[config.mk]
export PLATFORM = sky130hd
export DESIGN_NAME = tcb_regs
export DESIGN_NICKNAME = d
export VERILOG_FILES = /design/src/rtl/tcb_pkg.sv /design/src/rtl/tcb_regs.sv
export SDC_FILE = /design/constraint.sdc
export NUM_CORES = 1
export LEC_CHECK = 0
export BUFFER_PORTS_ARGS = -buffer_cell sky130_fd_sc_hd__buf_2
export CORE_MARGIN = 5
export CORE_UTILIZATION = 39
export CTS_BUF_LIST = sky130_fd_sc_hd__clkbuf_4 sky130_fd_sc_hd__clkbuf_8 sky130_fd_sc_hd__clkbuf_16
export DETAILED_ROUTE_END_ITERATION = 8
export HOLD_SLACK_MARGIN = 0.03
export PLACE_DENSITY = 0.94
export SLEW_MARGIN = 40
export SYNTH_ARGS = -nofsm -noshare
export SYNTH_HDL_FRONTEND = slang
export SYNTH_SLANG_ARGS = --single-unit
[constraint.sdc]
create_clock -name i_clk -period 1.4 [get_ports i_clk]
set_input_delay 0.28 -clock i_clk [delete_from_list [all_inputs] [get_ports i_clk]]
set_output_delay 0.28 -clock i_clk [all_outputs]
set_load 0.01 [all_outputs]
[src/rtl/tcb_pkg.sv]
// Shared constants, command codes and types of the text console buffer engine.
package tcb_pkg;

    localparam int COLUMNS_DEF = 80;
    localparam int ROWS_DEF    = 25;

    localparam logic [7:0] BLANK_CHAR    = 8'h20;
    localparam logic [7:0] NORMAL_RST    = 8'h0F;
    localparam logic [7:0] HIGHLIGHT_RST = 8'h30;

    localparam int PADDR_W = 3;
    localparam int PDATA_W = 32;

    localparam logic [0:0] REG_NORMAL    = 1'b0;
    localparam logic [0:0] REG_HIGHLIGHT = 1'b1;

    localparam logic [3:0] REQ_PUT      = 4'd0;
    localparam logic [3:0] REQ_WRITE_AT = 4'd1;
    localparam logic [3:0] REQ_SET_CUR  = 4'd2;
    localparam logic [3:0] REQ_READ     = 4'd3;
    localparam logic [3:0] REQ_NEWLINE  = 4'd4;
    localparam logic [3:0] REQ_BACK     = 4'd5;
    localparam logic [3:0] REQ_SELECT   = 4'd6;
    localparam logic [3:0] REQ_UNSELECT = 4'd7;
    localparam logic [3:0] REQ_CLEAR    = 4'd8;
    localparam logic [3:0] REQ_ADVANCE  = 4'd9;

    typedef struct packed {
        logic [7:0] normal_attr;
        logic [7:0] highlight_attr;
    } t_cfg;

endpackage

[src/rtl/tcb_regs.sv]
// APB configuration registers: normal and highlight attributes.
module tcb_regs (
    input  logic                         i_clk,
    input  logic                         i_rst_n,
    input  logic                         psel,
    input  logic                         penable,
    input  logic                         pwrite,
    input  logic [tcb_pkg::PADDR_W-1:0]  paddr,
    input  logic [tcb_pkg::PDATA_W-1:0]  pwdata,
    output logic [tcb_pkg::PDATA_W-1:0]  prdata,
    output logic                         pready,
    output tcb_pkg::t_cfg                o_cfg
);

    logic [7:0] r_normal;
    logic [7:0] r_highlight;
    logic       wr_en;

    assign pready = 1'b1;
    assign wr_en  = psel && penable && pwrite;

    always_ff @(posedge i_clk) begin
        if (!i_rst_n) begin
            r_normal    <= tcb_pkg::NORMAL_RST;
            r_highlight <= tcb_pkg::HIGHLIGHT_RST;
        end else if (wr_en) begin
            unique case (paddr[2])
                tcb_pkg::REG_NORMAL:    r_normal    <= pwdata[7:0];
                tcb_pkg::REG_HIGHLIGHT: r_highlight <= pwdata[7:0];
                default:                r_normal    <= r_normal;
            endcase
        end
    end

    always_comb begin
        unique case (paddr[2])
            tcb_pkg::REG_NORMAL:    prdata = {24'd0, r_normal};
            tcb_pkg::REG_HIGHLIGHT: prdata = {24'd0, r_highlight};
            default:                prdata = '0;
        endcase
    end

    assign o_cfg.normal_attr    = r_normal;
    assign o_cfg.highlight_attr = r_highlight;

endmodule

==> impl_metrics.py, run 1 <==
metrics = {
    "global_route": {
        "grt_max_degree": 31,
        "track_usage_pct": 9.16,
        "grt_pass1_wl_mm": 2.49,
        "grt_antenna_before_repair": 0,
        "grt.overflow.total": 0,
        "grt_pass1_vias": 566,
    },
    "clock_network": {
        "post_cts_buffers": 0,
        "ctsHoldBuffers": 0,
        "path_clk_slew_ps": 90,
        "clockBufferDepth": 2,
        "insertion_delay_ps": 270,
        "cts_tree": "yes",
        "htree_levels": 1,
        "postCtsResizedCells": 0,
        "cts_buffers": 3,
        "cts.sinks": 16,
        "root_buffer": "clkbuf_4",
    },
    "yosys": {
        "ys_async_sr_fraction_pct": 0,
        "netlist-cell-type-count": 11,
        "yosysSeqAreaShare_pct": 32.9,
        "yosys_most_used_dff": "dfxtp_1",
        "synth-edff-count": 0,
        "yosys_register_bits": 16,
        "netlist.area_leader.share_pct": 32.9,
        "synth_area_um2": 973,
        "synthTopCellsByCount": "buf_4 (25), nand2_1 (18), dfxtp_1 (16), mux2i_1 (16), nor2b_1 (12)",
        "synthCells": 105,
        "yosysMostFrequentCell": "buf_4",
        "synth_top_area_cell": "dfxtp_1",
        "synth_warnings": 0,
        "synthTopCellsByArea": "dfxtp_1 (33%), buf_4 (19%), mux2i_1 (16%), mux2_2 (9.3%), nor2b_1 (7.7%)",
        "synth.avg_cell_area_um2": 9.27,
    },
    "floorplanning": {
        "core_um2": 2430,
        "num_io_pins": 89,
        "die_width_um": 60.0,
        "start_util_pct": 40.0,
        "die_h_um": 60.0,
        "row_count": 18,
        "die_area_um2": 3600,
    },
    "finish": {
        "nets": 180,
        "diodes": 0,
        "areaGrowthSynthToFinish_pct": 12.2,
        "stdcell_count": 168,
        "layout-drive-gt1-share_pct": 36.2,
    },
    "worst_setup_path": {
        "end_kind": "output port",
        "cp.required_ps": 1120,
        "start_kind": "register",
        "r2r-end": "r_normal[3]",
        "r2r_start": "r_normal[3]",
        "crit_arrival_ps": 1010,
        "crit_end": "prdata[1]",
        "r2r_setup_slack_ps": 780,
        "critPathKind": "register to output port",
        "critPathMaxFanout": 3,
        "worstRegToRegCells": 2,
        "critPathLaunch": "r_normal[1]",
    },
    "detailed_routing": {
        "viasPerCell": 4.24,
        "via_count": 712,
        "drtIter0Drc": 31,
        "drc_errors": 0,
        "drtAntennaViolNets": 0,
        "wl_mm": 1.82,
        "drtPass1Iterations": 4,
        "routedWlPerCell_um": 10.8,
    },
    "sta": {
        "finalSetupViolations": 0,
        "final.setup.worst_slack_ps": 111,
        "fmax_mhz": 776,
        "hold_violations": 0,
        "clock-skew-final_ps": 0,
        "drv_slew": 0,
        "period_needed_ps": 1290,
        "finalSetupTns_ps": 0,
        "rsz0062_at_grt": "no",
        "finalCritPeriodShare_pct": 92.1,
    },
    "job": {
        "cap_violations": 0,
    },
    "place": {
        "dp_worst_setup_slack_ps": 98.1,
        "gp_congestion": 0.707,
        "dp_hpwl_mm": 1.43,
        "port_buffers": 37,
        "placedCellCount": 165,
    },
    "power": {
        "ir_drop_mv": 0.361,
        "seq_power_share_pct": 55.2,
        "power.density_nw_per_um2": 782,
        "leakagePower_nw": 0.512,
        "power_frac_comb_pct": 18.2,
        "p_int_uw": 628,
        "switching_share_pct": 26.5,
        "pwr-share-clk_pct": 26.6,
        "switchingPower_uw": 226,
        "total_power_uw": 854,
    },
    "hold_path": {
        "hp-class": "input port to register",
    },
    "outcome": {
        "status": "completed",
    },
}
[flip-flops by register name, summed over array words and instances (netlist names)]
register	count
r_highlight	8
r_normal	8
[worst max-delay path: stages, from the launching register on]
cell	delay, ps
dfxtp_1	340
mux2_2	260
buf_2	140
[cells in the final DEF (no fill, tap or decap)]
| master | instances |
|---|---|
| mux2i_1 | 16 |
| clkbuf_4 | 3 |
| buf_2 | 37 |
| nor2b_1 | 12 |
| dfxtp_1 | 16 |
| conb_1 | 25 |
| nand2_1 | 18 |
| and4b_1 | 1 |
| mux2_2 | 8 |
| buf_12 | 1 |
| and4_2 | 1 |
[power groups by stage]
stage	combinational [mW]	sequential (mW)	clock (mW)
floorplan	0.155	0.487	0
detailed placement	0.156	0.482	0
CTS	0.156	0.472	0.234
finish	0.156	0.472	0.227
global route	0.173	0.473	0.251
global placement	0.153	0.482	0
[stage by stage]
stage | hold WS, ps | util [%] | instance area, µm²
floorplan | 422 | - | 1060
global placement | 452 | 44.0 | 1070
global route | 265 | 44.9 | 1090
CTS | 250 | 44.9 | 1090
detailed placement | 456 | 44.0 | 1070
finish | 254 | 44.9 | 1090
[area by class of cell]
type	count	area (µm²)
fillers	252	1340
multi-input cells	81	507
flip-flops and latches	16	320
repair buffers	38	205
well taps	30	37.5
clock buffers	3	22.5
[worst min-delay path by stage]
stage / from / end / slack, ps / depth (start not counted)
after floorplan: pwdata[0] / r_highlight[0] / 420 / 2
after global placement: r_normal[7] / r_normal[7] / 450 / 2
after detailed placement: r_normal[5] / r_normal[5] / 460 / 2
after CTS: pwdata[3] / r_highlight[3] / 250 / 3
after global routing: pwdata[3] / r_highlight[3] / 270 / 3
final: pwdata[3] / r_highlight[3] / 250 / 3
[cells by family (layout without fill, tap and decap cells)]
group / Yosys count / after routing / synth area share (%)
and+or+nand+nor: 32 / 32 / 16.7
buffers and inverters: 31 / 41 / 23.9
muxes: 24 / 24 / 25.7
DFF: 16 / 16 / 32.9
other: 2 / 25 / 0.771
[per-layer routing]
metal | track usage, % | vias up | wire length [µm]
met1 | 11.6 | 322 | 685
met4 | 4.75 | 0 | 27
met2 | 15.0 | 35 | 895
li1 | - | 353 | -
met5 | 0 | - | 0
met3 | 1.30 | 2 | 213
No activity file was read; power rests on OpenSTA's default activity.
==> run 2: changes to the inputs <==
--- a/config.mk
+++ b/config.mk
@@ -6,12 +6,14 @@
 export NUM_CORES = 1
 export LEC_CHECK = 0
 export BUFFER_PORTS_ARGS = -buffer_cell sky130_fd_sc_hd__buf_2
+export CORE_ASPECT_RATIO = 1.4
 export CORE_MARGIN = 5
 export CORE_UTILIZATION = 39
 export CTS_BUF_LIST = sky130_fd_sc_hd__clkbuf_4 sky130_fd_sc_hd__clkbuf_8 sky130_fd_sc_hd__clkbuf_16
 export DETAILED_ROUTE_END_ITERATION = 8
 export HOLD_SLACK_MARGIN = 0.03
 export PLACE_DENSITY = 0.94
+export REMOVE_ABC_BUFFERS = 1
 export SLEW_MARGIN = 40
 export SYNTH_ARGS = -nofsm -noshare
 export SYNTH_HDL_FRONTEND = slang
==> run 2 against run 1 <==
  * Register-to-register slack about the same
  * Via count is 2.5% higher
  * Setup slack got worse by 8.3 ps
  * Final area is 0.69% lower
  * Sequential power about the same
  * Core utilization increased by 0.46 points
  * Wire length up 1.6%
  * First-iteration DRC count shrank 77%
  * Fmax down 0.64%
  * Largest cell class unchanged
  * Highest routed layer is now met3
==> impl_metrics.py, run 2 (synthesized netlist as in run 1, its figures left out) <==
metrics = {
    "global_route": {
        "busiest_layer": "met2",
        "grt_pass1_wl_mm": 3.04,
        "grt.overflow.total": 0,
        "use_met3_pct": 3.02,
        "grt_antenna_before_repair": 0,
        "track_usage_pct": 10.7,
        "grt_pass1_vias": 708,
        "grt_use_met1_pct": 12.9,
        "grt_max_degree": 31,
        "met2_usage_pct": 17.9,
    },
    "sta": {
        "finalCritPeriodShare_pct": 92.7,
        "hold_ws_ps": 255,
        "period_needed_ps": 1300,
        "drv_slew": 0,
        "clock-skew-final_ps": 0,
        "hold_violations": 0,
        "finalSetupViolations": 0,
        "final.setup.worst_slack_ps": 102,
        "fmax_mhz": 771,
        "rsz0062_at_grt": "no",
        "finalSetupTns_ps": 0,
    },
    "power": {
        "seq_power_share_pct": 55.0,
        "p_int_uw": 626,
        "total_power_uw": 858,
        "switching_share_pct": 27.0,
        "pwr-share-clk_pct": 27.1,
        "power_frac_comb_pct": 17.9,
        "power.density_nw_per_um2": 791,
        "leakagePower_nw": 0.509,
        "ir_drop_mv": 0.409,
        "switchingPower_uw": 232,
    },
    "detailed_routing": {
        "wl_mm": 1.85,
        "viasPerCell": 4.24,
        "drtIter0Drc": 7,
        "drtPass1Iterations": 2,
        "routedWlPerCell_um": 10.8,
        "drtAntennaViolNets": 0,
        "drc_errors": 0,
        "via_count": 730,
    },
    "finish": {
        "areaGrowthSynthToFinish_pct": 11.4,
        "nets": 180,
        "layout-drive-gt1-share_pct": 36.2,
        "mostFrequentLayoutCells": "buf_2 (37), conb_1 (25), nand2_1 (18)",
        "final_util_pct": 45.4,
        "top_regs": "r_highlight (8), r_normal (8)",
        "diodes": 0,
        "final_common_cell": "buf_2",
    },
    "place": {
        "dp_hpwl_mm": 1.44,
        "port_buffers": 37,
        "gp_congestion": 0.631,
        "dp_worst_setup_slack_ps": 73.8,
    },
    "worst_setup_path": {
        "cp.required_ps": 1120,
        "path_delay_family": "buffers and inverters",
        "start_kind": "input port",
        "cp_slowest_cell": "mux2_2",
        "crit_arrival_ps": 1020,
        "max_stage_delay_ps": 360,
        "critPathMaxFanout": 10,
        "path_cells": "buf_2 > mux2_2 > buf_2",
        "critPathBufInv": 2,
        "crit_top_cell": "buf_2",
        "critPathKind": "input port to output port",
        "end_kind": "output port",
    },
    "clock_network": {
        "postCtsResizedCells": 0,
        "insertion_delay_ps": 270,
        "ctsHoldBuffers": 0,
        "path_clk_slew_ps": 80,
        "cts.sinks": 16,
        "htree_levels": 1,
        "clockBufferDepth": 2,
        "root_buffer": "clkbuf_4",
        "cts_tree": "yes",
        "cts_buffers": 3,
        "post_cts_buffers": 0,
    },
    "outcome": {
        "status": "completed",
    },
    "floorplanning": {
        "num_io_pins": 89,
        "core_um2": 2390,
        "start_util_pct": 40.7,
        "die_h_um": 69.1,
        "die_area_um2": 3610,
        "die_width_um": 52.2,
        "row_count": 21,
    },
    "hold_path": {
        "hp-class": "input port to register",
    },
    "job": {
        "cap_violations": 0,
    },
}
run 2: layout make-up:
type                    count  area [µm²]
flip-flops and latches     16         320
well taps                  34        42.5
clock buffers               3        22.5
multi-input cells          81         507
repair buffers             38         193
fillers                   236        1310
run 2: worst register-to-register path, stage by stage, from the launching register on:
cell and delay (ps):
dfxtp_1 330, nor2b_1 110, mux2i_1 70
run 2: power by group through the flow:
stage          combinational (mW)  clock [mW]  sequential [mW]
6_report                    0.154       0.233            0.471
5_1_grt                     0.172       0.271            0.473
4_1_cts                     0.154       0.246            0.472
3_5_place_dp                0.154           0            0.482
3_3_place_gp                0.151           0            0.482
2_1_floorplan              0.0849           0            0.487
run 2: worst paths after layout:
check	endpoint	slack, ps	startpoint	cells after the start
setup / recovery	prdata[4]	100	paddr[2]	3
hold / removal	r_highlight[3]	250	pwdata[3]	3
setup reg to reg	r_normal[0]	790	r_normal[0]	2
hold reg to reg	r_normal[5]	470	r_normal[5]	2
run 2: routing by layer:
| layer | part of all wire (%) | up-vias |
|---|---|---|
| li1 | - | 356 |
| met1 | 39 | 337 |
| met2 | 50 | 37 |
| met3 | 11 | 0 |
| met4 | 0 | 0 |
| met5 | 0 | - |
run 2: through the flow:
step                      area, µm²  cells
final                          1080    172
after global routing           1080    172
after CTS                      1080    172
after detailed placement       1060    169
after global placement         1060    169
after floorplan                 827     97
